File: src/pair_cooccurrence_counter_assert.svh
// Assertion macros for the pair co-occurrence counter.
`ifndef PAIR_COOCCURRENCE_COUNTER_ASSERT_SVH
`define PAIR_COOCCURRENCE_COUNTER_ASSERT_SVH
`ifndef SYNTHESIS
`define PCC_ASSERT(label, clk, rst_n, ante, cons) \
	label: assert property (@(posedge clk) disable iff (!rst_n) (ante) |-> (cons)) \
		else $error("pair counter assertion failed");
`define PCC_ASSERT_NEXT(label, clk, rst_n, ante, cons) \
	label: assert property (@(posedge clk) disable iff (!rst_n) (ante) |=> (cons)) \
		else $error("pair counter assertion failed");
`else
`define PCC_ASSERT(label, clk, rst_n, ante, cons)
`define PCC_ASSERT_NEXT(label, clk, rst_n, ante, cons)
`endif
`endif

File: src/pcc_pkg.sv
package pcc_pkg;

	localparam int DEFAULT_DEPTH = 256;

	localparam int REQ_W  = 2;
	localparam int TOK_W  = 20;
	localparam int DOC_W  = 16;
	localparam int IDX_W  = 8;
	localparam int TF_W   = 32;
	localparam int DF_W   = 16;
	localparam int USED_W = 9;

	localparam logic [TF_W-1:0] TF_MAX = '1;
	localparam logic [DF_W-1:0] DF_MAX = '1;

	typedef enum logic [REQ_W-1:0] {
		REQ_COUNT = 2'd0,
		REQ_READ  = 2'd1,
		REQ_CLEAR = 2'd2
	} req_t;

	typedef struct packed {
		logic [TOK_W-1:0] first;
		logic [TOK_W-1:0] second;
		logic [TF_W-1:0]  tf;
		logic [DF_W-1:0]  df;
		logic [DOC_W-1:0] last_doc;
	} pcc_entry_t;

	typedef struct packed {
		logic       hit;
		pcc_entry_t upd;
	} pcc_match_t;

	typedef struct packed {
		logic [TOK_W-1:0] first;
		logic [TOK_W-1:0] second;
		logic [TF_W-1:0]  tf;
		logic [DF_W-1:0]  df;
		logic             new_pair;
		logic             full;
		logic             valid;
	} pcc_result_t;

endpackage

File: src/pcc_match.sv
module pcc_match (
	input  pcc_pkg::pcc_entry_t            entry,
	input  logic [pcc_pkg::TOK_W-1:0]      key_first,
	input  logic [pcc_pkg::TOK_W-1:0]      key_second,
	input  logic [pcc_pkg::DOC_W-1:0]      doc,
	output pcc_pkg::pcc_match_t            result
);
	import pcc_pkg::*;

	always_comb begin
		result.hit = (entry.first == key_first) && (entry.second == key_second);
		result.upd = entry;
		if (entry.tf != TF_MAX) begin
			result.upd.tf = entry.tf + TF_W'(1);
		end
		// The document count moves only when the pair shows up in a document other than its last.
		if (entry.last_doc != doc) begin
			result.upd.last_doc = doc;
			if (entry.df != DF_MAX) begin
				result.upd.df = entry.df + DF_W'(1);
			end
		end
	end

endmodule

File: config.mk
export PLATFORM = sky130hd
export DESIGN_NAME = pcc_match
export DESIGN_NICKNAME = d
export VERILOG_FILES = /design/src/pair_cooccurrence_counter_assert.svh /design/src/pcc_pkg.sv /design/src/pcc_match.sv
export SDC_FILE = /design/constraint.sdc
export NUM_CORES = 1
export LEC_CHECK = 0
export BUFFER_PORTS_ARGS = -buffer_cell sky130_fd_sc_hd__buf_4
export CORE_AREA = 3 3 101 103
export DETAILED_ROUTE_END_ITERATION = 8
export DIE_AREA = 0 0 104 106
export PLACE_DENSITY = 0.59
export SYNTH_ARGS = -nofsm -noshare
export SYNTH_HDL_FRONTEND = slang
export SYNTH_SLANG_ARGS = --single-unit
export TNS_END_PERCENT = 30
File: constraint.sdc
create_clock -name vclk -period 1.4
set_clock_uncertainty 0.1 [all_clocks]
set_input_delay 0.07 -clock vclk [all_inputs]
set_output_delay 0.07 -clock vclk [all_outputs]
set_load 0.005 [all_outputs]
After elaboration in Yosys (flattened, before gate mapping)
Index checks and enable logic that the tools add are counted.

Output and inout port bits: 105. Register bits after elaboration: 0. Logic and storage cells: 11. Bits of input ports: 160.

Mux-type cells: 3. Add/sub/neg operators: 2. Equal/unequal tests: 5. Reduce and logical (&&, ||, !) cells: 1.

Operators by type and width (number): $mux W32 (2); $eq A20 B20 Y1 (2); $add A32 B1 Y32 const B (1); $ne A32 B32 Y1 const B (1); $add A16 B1 Y16 const B (1); $mux W16 (1); $ne A16 B16 Y1 (1); $ne A16 B16 Y1 const B (1); $logic_and A1 B1 Y1 (1).

Longest topological paths before layout
Word-level depth: 3. Depth in mapped cells: 7. Mapped depth without buffers: 6.

Least setup slack after synthesis
No wires, ideal clock.

Path type: input to output. Start: in entry[32] in the netlist's numbering. End: out result[47] in the netlist's numbering. Stages: 6. Data required time: 1.230 ns. Buffers on the path: 0. Arrival: 1.385 ns. Setup slack: -0.155 ns. Path through: ha_1 nand3_2 or4_4 o211ai_4 nor2_1 xor2_1.

RTL lines: from (decl) (line pcc_match.sv:2) `input pcc_pkg::pcc_entry_t entry,`; to (decl) (line pcc_match.sv:6) `output pcc_pkg::pcc_match_t result`.

==> results.py <==
metrics = {
    "floorplanning": {
        "die_h_um": 106,
        "design.die.area_um2": 11020,
        "start_util_pct": 23.19,
        "die_w_um": 104,
        "fp-row-count": 35,
        "ioPinCount": 265,
        "coreArea_um2": 9284,
    },
    "detailed_routing": {
        "dr.pass1.iters": 4,
        "routed_wl_um": 10830,
        "drt_iter0_drc": 107,
        "drc": 0,
        "wl_per_cell_um": 14.86,
        "ant_nets": 0,
        "num_vias": 3336,
        "via_per_inst": 4.576,
    },
    "placed_design": {
        "hpwl_um": 9169,
        "dp_cells": 714,
        "placed_cell_area_um2": 4523,
        "io_buffers": 265,
        "gp_congestion": 0.8582,
    },
    "run_status": {
        "status": "finished, violations left",
        "violations": "negative setup slack",
    },
    "finish": {
        "seqCellArea_um2": 0,
        "final_nets": 764,
        "fin_cells": 729,
        "clock_buffers": 0,
        "fin_area_um2": 5069,
        "synthToLayoutAreaGrowth_pct": 135.4,
        "antenna_cells": 0,
        "drive_gt1_share_pct": 69.33,
        "multi_input_area_um2": 2088,
        "final_util_pct": 54.60,
        "seq_cells": 0,
        "num-fill-cells": 892,
    },
    "global_routing": {
        "grt_pass1_vias": 3359,
        "grt_max_degree": 9,
        "overflow": 0,
        "grt_pass1_wl_um": 16150,
        "grt_util_all_layers_pct": 17.07,
        "antenna_found_initial": 0,
    },
    "worst_hold_path": {
        "min_to": "result[11]",
        "min-delay-start": "doc[11]",
        "holdCritPathClass": "in2out",
        "hold_depth": 2,
    },
    "logic_synthesis": {
        "synth-xor-area-share_pct": 37.42,
        "synthTopCellsByArea": "xor2_1, buf_4, xnor2_1, nand4_1, nor4_1",
        "yosysTopAreaCell": "xor2_1",
        "synth-simple-area-share_pct": 36.37,
        "netlist_area_um2": 2153,
        "syn_nets": 466,
        "ys_seq_area_share_pct": 0,
        "yosys_warnings": 0,
        "synth_cell_type_count": 36,
        "synth_top_family_by_area": "XOR/XNOR gates",
        "yosysTopAreaCellShare_pct": 23.59,
        "syn_area_per_cell_um2": 7.083,
        "synth_fa_ha_area_share_pct": 1.162,
        "yosysMostFrequentCell": "xor2_1",
        "synth_compound_area_share_pct": 3.138,
        "synthCells": 304,
        "synth.area.mux_share_pct": 4.184,
        "netlist_top_cells_count": "xor2_1, buf_4, xnor2_1",
    },
    "power": {
        "power-per-cell-area_nw_per_um2": 248.0,
        "pwr-share-comb_pct": 100.0,
        "p_int_mw": 0.7861,
        "power.switching_mw": 0.4707,
        "vdd_ir_drop_max_mv": 0.1361,
        "leakagePower_nw": 2.481,
        "seqPwrFrac_pct": 0,
        "power.total_mw": 1.257,
        "switching_share_pct": 37.45,
        "clock_power_share_pct": 0,
    },
    "worst_setup_path": {
        "cp.required_ns": 1.23,
        "crit_fanout": 5,
        "critPathLaunchType": "primary input",
        "endpoint_kind": "primary output",
        "worstSetupPathType": "in2out",
        "crit_arrival_ns": 1.54,
    },
    "sta": {
        "hold_violations": 0,
        "fin_tns_setup_ns": -9.132,
        "rsz0062_at_grt": "yes",
        "period_share_pct": 122.1,
        "finalSetupViolCount": 47,
        "finalWorstSetupSlack_ns": -0.3090,
        "maxSlewViolCount": 0,
        "post-route-min-period_ns": 1.709,
        "tightest_slew_ns": 0.3434,
        "clock.fmax_mhz": 585.1,
        "slew_headroom_pct": 77.04,
    },
    "run": {
        "drv_cap": 0,
    },
}
[cells in the final DEF, fill, tap and decap left out, types with 2 or more instances in the layout]
cell,count
nand2_1,18
nor2_2,4
and4_4,2
nor2_4,3
nor4_2,10
and3_1,5
and2_1,3
and4_1,6
mux2_2,2
xor2_1,58
nor3_4,4
buf_8,3
nand2b_1,3
buf_4,321
mux2_4,6
nand4_1,30
a21oi_2,2
nand4b_1,2
nand3_2,8
nand3_4,3
xnor2_2,3
xnor2_1,31
nand3_1,8
nor2_1,6
buf_6,32
nand2_2,2
nor3b_1,2
nor4_1,5
[through the flow]
stage                     hold WS, ns  setup WS (ns)
after floorplan               0.09140        -0.1040
after global placement         0.2234        -0.3879
after detailed placement       0.2241        -0.4007
after CTS                      0.2061        -0.3452
after global routing           0.2198        -0.4031
final                          0.2105        -0.3090
[how the worst max path moves through the flow]
stage / start / end
after global placement: entry[32] / result[57]
after detailed placement: entry[32] / result[57]
final: entry[37] / result[47]
after floorplan: entry[43] / result[47]
after CTS: entry[33] / result[47]
after global routing: entry[46] / result[49]
[per-layer routing]
metal	track usage, %	share of wire, %	vias up
met2	33.29	54	161
li1	-	-	1624
met5	0	0	-
met3	3.036	7.3	12
met4	2.184	1.5	0
met1	19.77	37	1539
[critical path, cell delays in order]
cell and delay (ns):
buf_8 0.08, nand4_1 0.22, or4_4 0.51, o211ai_4 0.30, nor2_1 0.08, xor2_1 0.14, buf_4 0.13
[final cells by class]
class / count / area share, %
multi-input combinational: 243 / 41.20
tap: 129 / 3.184
inverter: 1 / 0.07406
timing repair buffer: 356 / 55.54
[power by group through the flow]
stage	Combinational (mW)	Clock, mW	Sequential, mW
floorplan	0.379	0	0
global placement	1.14	0	0
detailed placement	1.15	0	0
CTS	1.21	0	0
global route	1.35	0	0
finish	1.26	0	0
[repair_timing]
action | 4_1_cts | 5_1_grt
buffers inserted | 6 | 8
gates cloned | 1 | 0
endpoints found under the hold margin | 0 | 0
gates resized for setup | 54 | 43
hold buffers | 0 | 0
pin swaps | 36 | 36
endpoints found under the setup margin | 49 | 49
[kinds of logic after synthesis]
group           Yosys count
compound gates            8
xor+xnor                 92
fa+ha+maj                 2
buf+inv                  61
mux                       8
simple gates            133
No activity file was read; power rests on OpenSTA's default activity.
